File: src/qmsm_pkg.sv
// Shared types and constants for the quad motor spin-up mixer.
// No dependencies; every other file of the block refers to this package.
`default_nettype none

package qmsm_pkg;

	localparam int ElapsedW  = 8;
	localparam int CtlW      = 12;
	localparam int MotorW    = 10;
	localparam int StageW    = 14;
	localparam int CntW      = 16;
	localparam int NumMotors = 4;
	// four 12-bit signed terms summed
	localparam int MixW      = CtlW + 2;
	localparam int AddrW     = 4;
	localparam int DataW     = 32;

	localparam logic [MotorW-1:0] IdleReset  = 10'd200;
	localparam logic [MotorW-1:0] MaxReset   = 10'd1000;
	localparam logic [StageW-1:0] StageReset = 14'd300;

	typedef enum logic [1:0] {
		REG_IDLE  = 2'd0,
		REG_MAX   = 2'd1,
		REG_STAGE = 2'd2
	} reg_idx_t;

	typedef logic [MotorW-1:0] motor_t;
	typedef logic signed [CtlW-1:0] ctl_t;

	typedef struct packed {
		logic [MotorW-1:0] idle_level;
		logic [MotorW-1:0] max_level;
		logic [StageW-1:0] stage_ms;
	} cfg_t;

endpackage

`default_nettype wire

File: src/qmsm_if.sv
// Valid/ready channel interfaces: tick input and motor command output.
// Depends on qmsm_pkg for field widths.
`default_nettype none

interface qmsm_tick_if;
	logic                                valid;
	logic                                ready;
	logic [qmsm_pkg::ElapsedW-1:0]       elapsed_ms;
	logic                                armed;
	logic signed [qmsm_pkg::CtlW-1:0]    throttle;
	logic signed [qmsm_pkg::CtlW-1:0]    yaw_ctl;
	logic signed [qmsm_pkg::CtlW-1:0]    roll_ctl;
	logic signed [qmsm_pkg::CtlW-1:0]    pitch_ctl;

	modport source (
		output valid, elapsed_ms, armed, throttle, yaw_ctl, roll_ctl, pitch_ctl,
		input  ready
	);
	modport sink (
		input  valid, elapsed_ms, armed, throttle, yaw_ctl, roll_ctl, pitch_ctl,
		output ready
	);
endinterface

interface qmsm_cmd_if;
	logic                          valid;
	logic                          ready;
	logic [qmsm_pkg::MotorW-1:0]   motor_front_right;
	logic [qmsm_pkg::MotorW-1:0]   motor_front_left;
	logic [qmsm_pkg::MotorW-1:0]   motor_rear_left;
	logic [qmsm_pkg::MotorW-1:0]   motor_rear_right;
	logic                          spun_up;

	modport source (
		output valid, motor_front_right, motor_front_left, motor_rear_left,
		       motor_rear_right, spun_up,
		input  ready
	);
	modport sink (
		input  valid, motor_front_right, motor_front_left, motor_rear_left,
		       motor_rear_right, spun_up,
		output ready
	);
endinterface

`default_nettype wire

File: src/qmsm_regs.sv
// APB-style configuration registers: idle level, max level, stage length.
// Depends on qmsm_pkg (cfg_t, register indexes, reset values).
`default_nettype none

module qmsm_regs (
	input  wire logic                          clk,
	input  wire logic                          arst_n,
	input  wire logic                          psel,
	input  wire logic                          penable,
	input  wire logic                          pwrite,
	input  wire logic [qmsm_pkg::AddrW-1:0]    paddr,
	input  wire logic [qmsm_pkg::DataW-1:0]    pwdata,
	output logic      [qmsm_pkg::DataW-1:0]    prdata,
	output logic                               pready,
	output qmsm_pkg::cfg_t                     cfg
);

	qmsm_pkg::cfg_t     cfg_q;
	qmsm_pkg::reg_idx_t idx;
	logic               wr_en;

	// low address bits are ignored: registers are word aligned
	assign idx    = qmsm_pkg::reg_idx_t'(paddr[3:2]);
	assign wr_en  = psel && penable && pwrite;
	assign pready = 1'b1;
	assign cfg    = cfg_q;

	always_ff @(posedge clk or negedge arst_n) begin
		if (!arst_n) begin
			cfg_q.idle_level <= qmsm_pkg::IdleReset;
			cfg_q.max_level  <= qmsm_pkg::MaxReset;
			cfg_q.stage_ms   <= qmsm_pkg::StageReset;
		end else if (wr_en) begin
			unique case (idx)
				qmsm_pkg::REG_IDLE:  cfg_q.idle_level <= pwdata[qmsm_pkg::MotorW-1:0];
				qmsm_pkg::REG_MAX:   cfg_q.max_level  <= pwdata[qmsm_pkg::MotorW-1:0];
				qmsm_pkg::REG_STAGE: cfg_q.stage_ms   <= pwdata[qmsm_pkg::StageW-1:0];
				default: ;
			endcase
		end
	end

	always_comb begin
		prdata = '0;
		unique case (idx)
			qmsm_pkg::REG_IDLE:  prdata = 32'(cfg_q.idle_level);
			qmsm_pkg::REG_MAX:   prdata = 32'(cfg_q.max_level);
			qmsm_pkg::REG_STAGE: prdata = 32'(cfg_q.stage_ms);
			default:             prdata = '0;
		endcase
	end

endmodule

`default_nettype wire

File: src/qmsm_mixer.sv
// X-quad mixer: four signed sums of the controls, each clamped to idle..max.
// Depends on qmsm_pkg (cfg_t, widths).
`default_nettype none

module qmsm_mixer (
	input  wire qmsm_pkg::cfg_t                  cfg,
	input  wire logic signed [qmsm_pkg::CtlW-1:0] throttle,
	input  wire logic signed [qmsm_pkg::CtlW-1:0] yaw_ctl,
	input  wire logic signed [qmsm_pkg::CtlW-1:0] roll_ctl,
	input  wire logic signed [qmsm_pkg::CtlW-1:0] pitch_ctl,
	output qmsm_pkg::motor_t                     mix [qmsm_pkg::NumMotors]
);

	localparam int MixW = qmsm_pkg::MixW;

	logic signed [MixW-1:0] thr_x, yaw_x, rol_x, pit_x;
	logic signed [MixW-1:0] sum [qmsm_pkg::NumMotors];
	logic signed [MixW-1:0] idle_x, max_x;

	// when idle exceeds max, sums below idle give idle and all others give max
	function automatic qmsm_pkg::motor_t clamp_cmd(
		input logic signed [MixW-1:0] x,
		input logic signed [MixW-1:0] lo,
		input logic signed [MixW-1:0] hi
	);
		qmsm_pkg::motor_t r;
		if (x < lo)
			r = lo[qmsm_pkg::MotorW-1:0];
		else if (x > hi)
			r = hi[qmsm_pkg::MotorW-1:0];
		else
			r = x[qmsm_pkg::MotorW-1:0];
		return r;
	endfunction

	assign thr_x  = MixW'(throttle);
	assign yaw_x  = MixW'(yaw_ctl);
	assign rol_x  = MixW'(roll_ctl);
	assign pit_x  = MixW'(pitch_ctl);
	assign idle_x = signed'(MixW'(cfg.idle_level));
	assign max_x  = signed'(MixW'(cfg.max_level));

	assign sum[0] = thr_x + yaw_x - rol_x + pit_x;
	assign sum[1] = thr_x - yaw_x + rol_x + pit_x;
	assign sum[2] = thr_x + yaw_x + rol_x - pit_x;
	assign sum[3] = thr_x - yaw_x - rol_x - pit_x;

	always_comb begin
		for (int k = 0; k < qmsm_pkg::NumMotors; k++)
			mix[k] = clamp_cmd(sum[k], idle_x, max_x);
	end

endmodule

`default_nettype wire

File: src/quad_motor_spinup_mixer_top.sv
// Top level of the quad motor spin-up sequencer and mixer.
// Uses qmsm_pkg, qmsm_tick_if / qmsm_cmd_if, qmsm_regs and qmsm_mixer.
//
// Usage:
//   tick_in  carries one tick (elapsed ms, armed, four controls) per transfer.
//   cmd_out  returns exactly one result per tick: four motor commands and
//            the spun_up flag, in tick order.
//   APB port writes idle_level (0x0), max_level (0x4) and stage_ms (0x8);
//   write only while no tick is in flight.
// Timing: a tick goes into an input register, then the spin-up/mix logic
//   updates the state and the output register, and the result transfers
//   from the output register. One tick per cycle is sustained while cmd_out
//   is ready; the state feedback (counter, ready, motor hold) closes in a
//   single step.
// Stall: while cmd_out is held off, the result stays in the output register
//   and the input register takes one more tick only if it is empty; then
//   tick_in.ready drops.
// Reset: clears both valid bits, the counter, the ready flag and the motor
//   hold values; config returns to 200 / 1000 / 300.
`default_nettype none

module quad_motor_spinup_mixer_top (
	input  wire logic                          clk,
	input  wire logic                          arst_n,
	qmsm_tick_if.sink                          tick_in,
	qmsm_cmd_if.source                         cmd_out,
	input  wire logic                          psel,
	input  wire logic                          penable,
	input  wire logic                          pwrite,
	input  wire logic [qmsm_pkg::AddrW-1:0]    paddr,
	input  wire logic [qmsm_pkg::DataW-1:0]    pwdata,
	output logic      [qmsm_pkg::DataW-1:0]    prdata,
	output logic                               pready
);

	localparam int CntW = qmsm_pkg::CntW;
	localparam int NM   = qmsm_pkg::NumMotors;

	qmsm_pkg::cfg_t cfg;

	// input register
	logic                          valid_s1;
	logic [qmsm_pkg::ElapsedW-1:0] elapsed_s1;
	logic                          armed_s1;
	qmsm_pkg::ctl_t                thr_s1, yaw_s1, rol_s1, pit_s1;

	// state, which also forms the output payload
	logic                          out_valid_q;
	logic [CntW-1:0]               counter_q;
	logic                          ready_q;
	qmsm_pkg::motor_t              hold_q [NM];

	logic                          advance, step, in_xfer;
	logic [CntW-1:0]               cnt_sum, th1, th2, th3, th4;
	logic                          finish;
	logic [CntW-1:0]               counter_n;
	logic                          ready_n;
	qmsm_pkg::motor_t              hold_n [NM];
	qmsm_pkg::motor_t              mix [NM];

	qmsm_regs u_regs (
		.clk     (clk),
		.arst_n  (arst_n),
		.psel    (psel),
		.penable (penable),
		.pwrite  (pwrite),
		.paddr   (paddr),
		.pwdata  (pwdata),
		.prdata  (prdata),
		.pready  (pready),
		.cfg     (cfg)
	);

	qmsm_mixer u_mixer (
		.cfg       (cfg),
		.throttle  (thr_s1),
		.yaw_ctl   (yaw_s1),
		.roll_ctl  (rol_s1),
		.pitch_ctl (pit_s1),
		.mix       (mix)
	);

	assign advance       = !out_valid_q || cmd_out.ready;
	assign step          = valid_s1 && advance;
	assign tick_in.ready = !valid_s1 || advance;
	assign in_xfer       = tick_in.valid && tick_in.ready;

	always_ff @(posedge clk or negedge arst_n) begin
		if (!arst_n)
			valid_s1 <= 1'b0;
		else if (tick_in.ready)
			valid_s1 <= tick_in.valid;
	end

	always_ff @(posedge clk) begin
		if (in_xfer) begin
			elapsed_s1 <= tick_in.elapsed_ms;
			armed_s1   <= tick_in.armed;
			thr_s1     <= tick_in.throttle;
			yaw_s1     <= tick_in.yaw_ctl;
			rol_s1     <= tick_in.roll_ctl;
			pit_s1     <= tick_in.pitch_ctl;
		end
	end

	// stage thresholds; 4*S of a 14-bit S still fits in 16 bits
	assign th1     = CntW'(cfg.stage_ms);
	assign th2     = th1 << 1;
	assign th3     = th2 + th1;
	assign th4     = th1 << 2;
	assign cnt_sum = counter_q + CntW'(elapsed_s1);
	assign finish  = cnt_sum >= th4;

	always_comb begin
		counter_n = counter_q;
		ready_n   = ready_q;
		hold_n    = hold_q;
		if (!armed_s1) begin
			ready_n = 1'b0;
			for (int k = 0; k < NM; k++)
				hold_n[k] = '0;
		end else if (ready_q) begin
			hold_n = mix;
		end else if (finish) begin
			ready_n   = 1'b1;
			counter_n = '0;
			hold_n    = mix;
		end else begin
			counter_n = cnt_sum;
			if (cnt_sum < th1)
				hold_n[0] = cfg.idle_level;
			else if (cnt_sum < th2)
				hold_n[1] = cfg.idle_level;
			else if (cnt_sum < th3)
				hold_n[2] = cfg.idle_level;
			else
				hold_n[3] = cfg.idle_level;
		end
	end

	always_ff @(posedge clk or negedge arst_n) begin
		if (!arst_n) begin
			out_valid_q <= 1'b0;
			counter_q   <= '0;
			ready_q     <= 1'b0;
			for (int k = 0; k < NM; k++)
				hold_q[k] <= '0;
		end else begin
			if (advance)
				out_valid_q <= valid_s1;
			if (step) begin
				counter_q <= counter_n;
				ready_q   <= ready_n;
				hold_q    <= hold_n;
			end
		end
	end

	assign cmd_out.valid             = out_valid_q;
	assign cmd_out.motor_front_right = hold_q[0];
	assign cmd_out.motor_front_left  = hold_q[1];
	assign cmd_out.motor_rear_left   = hold_q[2];
	assign cmd_out.motor_rear_right  = hold_q[3];
	assign cmd_out.spun_up           = ready_q;

`ifndef SYNTHESIS
	// a disarmed tick yields a valid result with all motors off
	a_disarm_zero: assert property (@(posedge clk) disable iff (!arst_n)
		step && !armed_s1 |=> out_valid_q && !ready_q && hold_q[0] == '0 &&
			hold_q[1] == '0 && hold_q[2] == '0 && hold_q[3] == '0)
		else $error("disarmed tick did not zero the outputs");

	// finishing spin-up clears the counter
	a_ready_clears_cnt: assert property (@(posedge clk) disable iff (!arst_n)
		$rose(ready_q) |-> counter_q == '0)
		else $error("counter not cleared when spin-up finished");

	// state only moves when a tick is processed
	a_state_quiet: assert property (@(posedge clk) disable iff (!arst_n)
		!step |=> $stable(counter_q) && $stable(ready_q))
		else $error("spin-up state changed without a tick");
`endif

endmodule

`default_nettype wire

File: src/flat_wrapper.sv
// flat-port wrapper written by rule: the top's interface ports become plain ports
module quad_motor_spinup_mixer_top_flat 
  (clk, arst_n, psel, penable, pwrite, paddr, pwdata, prdata, pready, tick_in_valid, tick_in_elapsed_ms, tick_in_armed, tick_in_throttle, tick_in_yaw_ctl, tick_in_roll_ctl, tick_in_pitch_ctl, tick_in_ready, cmd_out_valid, cmd_out_motor_front_right, cmd_out_motor_front_left, cmd_out_motor_rear_left, cmd_out_motor_rear_right, cmd_out_spun_up, cmd_out_ready);
  qmsm_tick_if tick_in_i ();
  qmsm_cmd_if cmd_out_i ();
  input  wire logic clk;
  input  wire logic arst_n;
  input  wire logic psel;
  input  wire logic penable;
  input  wire logic pwrite;
  input  wire logic [qmsm_pkg::AddrW-1:0] paddr;
  input  wire logic [qmsm_pkg::DataW-1:0] pwdata;
  output logic      [qmsm_pkg::DataW-1:0] prdata;
  output logic pready;
  input wire logic [$bits(tick_in_i.valid)-1:0] tick_in_valid;
  input wire logic [$bits(tick_in_i.elapsed_ms)-1:0] tick_in_elapsed_ms;
  input wire logic [$bits(tick_in_i.armed)-1:0] tick_in_armed;
  input wire logic [$bits(tick_in_i.throttle)-1:0] tick_in_throttle;
  input wire logic [$bits(tick_in_i.yaw_ctl)-1:0] tick_in_yaw_ctl;
  input wire logic [$bits(tick_in_i.roll_ctl)-1:0] tick_in_roll_ctl;
  input wire logic [$bits(tick_in_i.pitch_ctl)-1:0] tick_in_pitch_ctl;
  output wire logic [$bits(tick_in_i.ready)-1:0] tick_in_ready;
  output wire logic [$bits(cmd_out_i.valid)-1:0] cmd_out_valid;
  output wire logic [$bits(cmd_out_i.motor_front_right)-1:0] cmd_out_motor_front_right;
  output wire logic [$bits(cmd_out_i.motor_front_left)-1:0] cmd_out_motor_front_left;
  output wire logic [$bits(cmd_out_i.motor_rear_left)-1:0] cmd_out_motor_rear_left;
  output wire logic [$bits(cmd_out_i.motor_rear_right)-1:0] cmd_out_motor_rear_right;
  output wire logic [$bits(cmd_out_i.spun_up)-1:0] cmd_out_spun_up;
  input wire logic [$bits(cmd_out_i.ready)-1:0] cmd_out_ready;
  assign tick_in_i.valid = tick_in_valid;
  assign tick_in_i.elapsed_ms = tick_in_elapsed_ms;
  assign tick_in_i.armed = tick_in_armed;
  assign tick_in_i.throttle = tick_in_throttle;
  assign tick_in_i.yaw_ctl = tick_in_yaw_ctl;
  assign tick_in_i.roll_ctl = tick_in_roll_ctl;
  assign tick_in_i.pitch_ctl = tick_in_pitch_ctl;
  assign tick_in_ready = tick_in_i.ready;
  assign cmd_out_valid = cmd_out_i.valid;
  assign cmd_out_motor_front_right = cmd_out_i.motor_front_right;
  assign cmd_out_motor_front_left = cmd_out_i.motor_front_left;
  assign cmd_out_motor_rear_left = cmd_out_i.motor_rear_left;
  assign cmd_out_motor_rear_right = cmd_out_i.motor_rear_right;
  assign cmd_out_spun_up = cmd_out_i.spun_up;
  assign cmd_out_i.ready = cmd_out_ready;
  quad_motor_spinup_mixer_top u_core (.clk(clk), .arst_n(arst_n), .tick_in(tick_in_i), .cmd_out(cmd_out_i), .psel(psel), .penable(penable), .pwrite(pwrite), .paddr(paddr), .pwdata(pwdata), .prdata(prdata), .pready(pready));
endmodule
File: config.mk
export PLATFORM = sky130hd
export DESIGN_NAME = quad_motor_spinup_mixer_top_flat
export DESIGN_NICKNAME = d
export VERILOG_FILES = /design/src/qmsm_pkg.sv /design/src/qmsm_if.sv /design/src/qmsm_regs.sv /design/src/qmsm_mixer.sv /design/src/quad_motor_spinup_mixer_top.sv /design/src/flat_wrapper.sv
export SDC_FILE = /design/constraint.sdc
export NUM_CORES = 1
export LEC_CHECK = 0
export BUFFER_PORTS_ARGS = -buffer_cell sky130_fd_sc_hd__buf_2
export CORE_MARGIN = 5
export CORE_UTILIZATION = 35
export CTS_CLUSTER_DIAMETER = 100
export DETAILED_ROUTE_END_ITERATION = 10
export GPL_TIMING_DRIVEN = 0
export PLACE_DENSITY = 0.58
export SLEW_MARGIN = 10
export SYNTH_ARGS = -nofsm -noshare
export SYNTH_HDL_FRONTEND = slang
export SYNTH_SLANG_ARGS = --single-unit
File: constraint.sdc
create_clock -name clk -period 13.1 [get_ports clk]
set_clock_uncertainty 0.15 [all_clocks]
set_input_delay 1.31 -clock clk [delete_from_list [all_inputs] [get_ports clk]]
set_output_delay 1.31 -clock clk [all_outputs]
set_load 0.005 [all_outputs]
==> metrics <==
status=complete, no violations; detailed-route wire length=around 44000 um; Die Height=217.3 um; critical path type=reg -> reg; IO buf count=135; critical path's slowest cell=o41ai_1; Die Span X=217.3 um; CTS hold repair buffers=0; fill count=4300; commonest cells in the netlist=230 x ha_1, 142 x inv_1, 116 x nand2_1; hold path startpoint=u_core.cmd_out.motor_front_left[6]$_DFFE_PN0P_; post-synthesis mux area share=4.325%; Max VDD drop=123.8 uV; Sequential Power Share=18.9%; Required @ worst endpoint=13310 ps; Final Hold Vio Count=0; initial DRC count=772; RR Endpoint=u_core.cmd_out.motor_front_right[6]$_DFFE_PN0P_; top-area cell type share of the netlist area=19.13%; Post-CTS Setup Bufs=0; XOR/XNOR Fraction of Synth Area=4.707%; Worst Hold Path Cells=2; total global-route track usage=18.85%; first-pass GRT wire length=69390 um; Switching Fraction=between 40% and 50%; Critical Path Max Stage Delay=1060 ps; cell accounting for the most synthesized area=ha_1; Post-synth ARST share=approximately 62%; Resized cells post-CTS=0; crit path cell chain=inv_1, fa_1, o21bai_1, a21o_1, a21oi_1, o21bai_1, a21oi_1, o21bai_1, xor2_1, fa_1, inv_1, ha_1, nand3_1, nor3_2, a2111oi_2, xnor2_1, ha_1, a2111oi_0, a31oi_1, o41ai_1, nor2_2, a221o_1; flops & latches, synth=150; largest family of logic cells by synthesized area=adder cells; # Max-Cap Violations=0; Post-synth EDFFs=57; pre-CTS setup slack=6273 ps; core area=0.04279 mm2; fmax=~0.15 GHz; synthesized area per cell=9.644 um2; Worst Reg2Reg Path Length in Cells=22; worst hold slack=roughly 330 ps; placed insts=2259; wire length per cell=19.35 um; H-tree levels=4; RSZ-0062 raised after global routing=false; io pins=176; Crit Path Max Fanout=10; TNS Setup=0 ps; nets=2119; Cell Area, Synth=0.01504 mm2; initial antenna violation count=0; synthesis warning total=0; Hold Crit Class=reg -> reg; Root Driver=clkbuf_16; Reg2Reg Setup Slack=6290 ps; CP Launch Type=flop; Worst EP arrival=about 7000 ps; Detail Route Antenna Nets=0; Clock Power Share=14.7%; full die area=0.04723 mm2; leakage dissipation=approximately 8.0 nW; Top cell by count, worst path=o21bai_1; logic gate share of total power=roughly 66%; largest net degree at the start of global routing=59; DR pass1 iterations=5; crit share post-route=51.99%; final setup margin=6289 ps; CTS tree=done; DR vias=between 10k and 15k; worst skew pair latency=about 490 ps; diode count=0; Switch Pwr=1.740 mW; share of cells above drive strength 1=15.87%; Cell Rows=76; Tmin final=about 7000 ps; initial core utilization=35.16%; vias in the first global route=12.47k; Via density=around 5.4; post-synth cell types=89; count leader, synth=ha_1; worst slew pin tran=1157 ps; Final setup viols=0; P_int=1.891 mW; dominant cells by area after synthesis=ha_1 19%, dfrtp_1 13%, edfxtp_1 11%; Worst Setup End Kind=flop; Synth Area in Simple Gates=between 10 and 15%; Power per Cell Area=between 200 and 250 mW/mm2; clock sink total=150; Area Overhead vs Synth=13.89%; Cell Count, Final, Fillers Out=2291; clock transition at the registers of the reported paths=about 70 ps; fin. max-slew vios=0; Adder-Cell Fraction of Synth Area=26.71%; Hold Path End=u_core.cmd_out.motor_front_left[6]$_DFFE_PN0P_; sequential area share after synthesis=26.95%; DRC=0; worst reg2reg startpoint=u_core.yaw_s1[1]$_DFFE_PP_; Num CTS Buffers=17; final RePlAce weighted congestion=0.8997; CTS Buffer Depth=2; Slew headroom=21.85%; top_reg_cell synth=dfrtp_1; Synth Area in Compound Gates=20.79%; total gr overflow=0; detailed placement HPWL=36190 um; gate count of the mapped netlist=around 1.6k
[per-layer routing]
| metal | GRT usage, % | up-vias | share of wire (%) |
|---|---|---|---|
| li1 | - | 6014 | - |
| met3 | 3.589 | 75 | 5.4 |
| met4 | 6.889 | 0 | 2.9 |
| met2 | 31.85 | 355 | 48 |
| met5 | 0 | - | 0 |
| met1 | 24.13 | 6004 | 44 |
[power groups by stage]
stage / clock network, mW / logic [mW] / registers (mW)
2_1_floorplan: 0 / 1.75 / 0.654
3_3_place_gp: 0 / 2.30 / 0.693
3_5_place_dp: 0 / 2.38 / 0.693
4_1_cts: 0.549 / 2.39 / 0.685
5_1_grt: 0.565 / 2.71 / 0.695
6_report: 0.534 / 2.41 / 0.687
[kinds of logic after synthesis]
logic type	Yosys count
AOI/OAI and AO/OA	459
and+or+nand+nor	329
adders and majority gates	287
buffers and inverters	192
DFF	150
xor gates and xnor gates	80
muxes	61
other	2
[cell usage in the layout (no fill, tap or decap), drive strengths merged, types with 6 or more instances in the layout]
cell type / synthesis / layout
dfrtp: 80 / 80
nor2b: 12 / 12
and2: 20 / 20
a31oi: 19 / 19
o211ai: 29 / 29
xor2: 30 / 30
and3: 9 / 9
buf: 30 / 166
edfxtp: 57 / 57
a211oi: 19 / 19
a221o: 11 / 11
a32o: 8 / 8
nand3: 23 / 23
conb: 2 / 19
a2111oi: 7 / 7
o2111ai: 6 / 6
ha: 230 / 230
clkbuf: 20 / 42
fa: 57 / 57
o21a: 22 / 22
mux2: 32 / 32
nand2b: 20 / 20
a21o: 36 / 36
nor4: 6 / 6
a22o: 14 / 14
inv: 142 / 147
nor2: 54 / 54
or2: 8 / 8
nand2: 116 / 116
nand3b: 6 / 6
nor3: 22 / 22
dfstp: 13 / 13
o21ai: 130 / 130
mux2i: 29 / 29
xnor2: 50 / 50
o21bai: 19 / 19
nand4: 15 / 15
a21oi: 84 / 84
o211a: 8 / 8
[sequential cells by signal (all words and copies together), names as in the netlist]
register                          cells
u_core.cmd_out.valid                  1
u_core.cmd_out.motor_front_left      10
u_core.pit_s1                        12
u_core.cmd_out.motor_front_right     10
u_core.yaw_s1                        12
u_core.cmd_out.spun_up                1
u_core.cmd_out.motor_rear_right      10
u_core.rol_s1                        12
u_core.valid_s1                       1
u_core.armed_s1                       1
u_core.elapsed_s1                     8
u_core.u_regs.cfg                    34
u_core.cmd_out.motor_rear_left       10
u_core.counter_q                     16
u_core.thr_s1                        12
[metrics by stage]
| stage | util, % | power, mW | instance area (um2) |
|---|---|---|---|
| detailed placement | 38.59 | 3.069 | 16510 |
| floorplan | - | 2.400 | 15110 |
| finish | 40.04 | 3.631 | 17130 |
| global route | 40.04 | 3.969 | 17130 |
| global placement | 38.48 | 2.992 | 16470 |
| CTS | 40.03 | 3.626 | 17130 |
[worst max path at each step]
stage	startpoint	endpoint	slack (ps)	cells past startpoint
floorplan	u_core.yaw_s1[1]$_DFFE_PP_	u_core.cmd_out.motor_front_right[9]$_DFFE_PN0P_	7550	23
global placement	u_core.yaw_s1[0]$_DFFE_PP_	u_core.cmd_out.motor_front_right[9]$_DFFE_PN0P_	6270	23
detailed placement	u_core.yaw_s1[1]$_DFFE_PP_	u_core.cmd_out.motor_front_right[6]$_DFFE_PN0P_	6270	22
CTS	u_core.yaw_s1[1]$_DFFE_PP_	u_core.cmd_out.motor_front_right[6]$_DFFE_PN0P_	6250	22
finish	u_core.yaw_s1[1]$_DFFE_PP_	u_core.cmd_out.motor_front_right[6]$_DFFE_PN0P_	6290	22
global route	u_core.yaw_s1[0]$_DFFE_PP_	u_core.cmd_out.motor_front_right[6]$_DFFE_PN0P_	5760	23
[critical path: cells and delay by family (launching register included)]
kind | cells | cell delay [ps]
AO/OA/AOI/OAI | 11 | 3370
adder cells (fa/ha/maj) | 4 | 1500
XOR/XNOR | 2 | 530
AND/OR/NAND/NOR | 3 | 480
flip-flops | 1 | 420
buffers and inverters | 2 | 200
[layout make-up]
cell class / count / area [um2] / area share, %
plain buffers: 50 / 282.8 / 1.650
clock buffers: 22 / 485.5 / 2.833
clock inverters: 10 / 131.4 / 0.7668
inverters: 142 / 533.0 / 3.111
multi-input cells: 1235 / 10260 / 59.87
flip-flops and latches: 150 / 4055 / 23.67
well taps: 546 / 683.2 / 3.987
repair buffers: 136 / 705.7 / 4.119
Power figures use the tool's default switching activity.
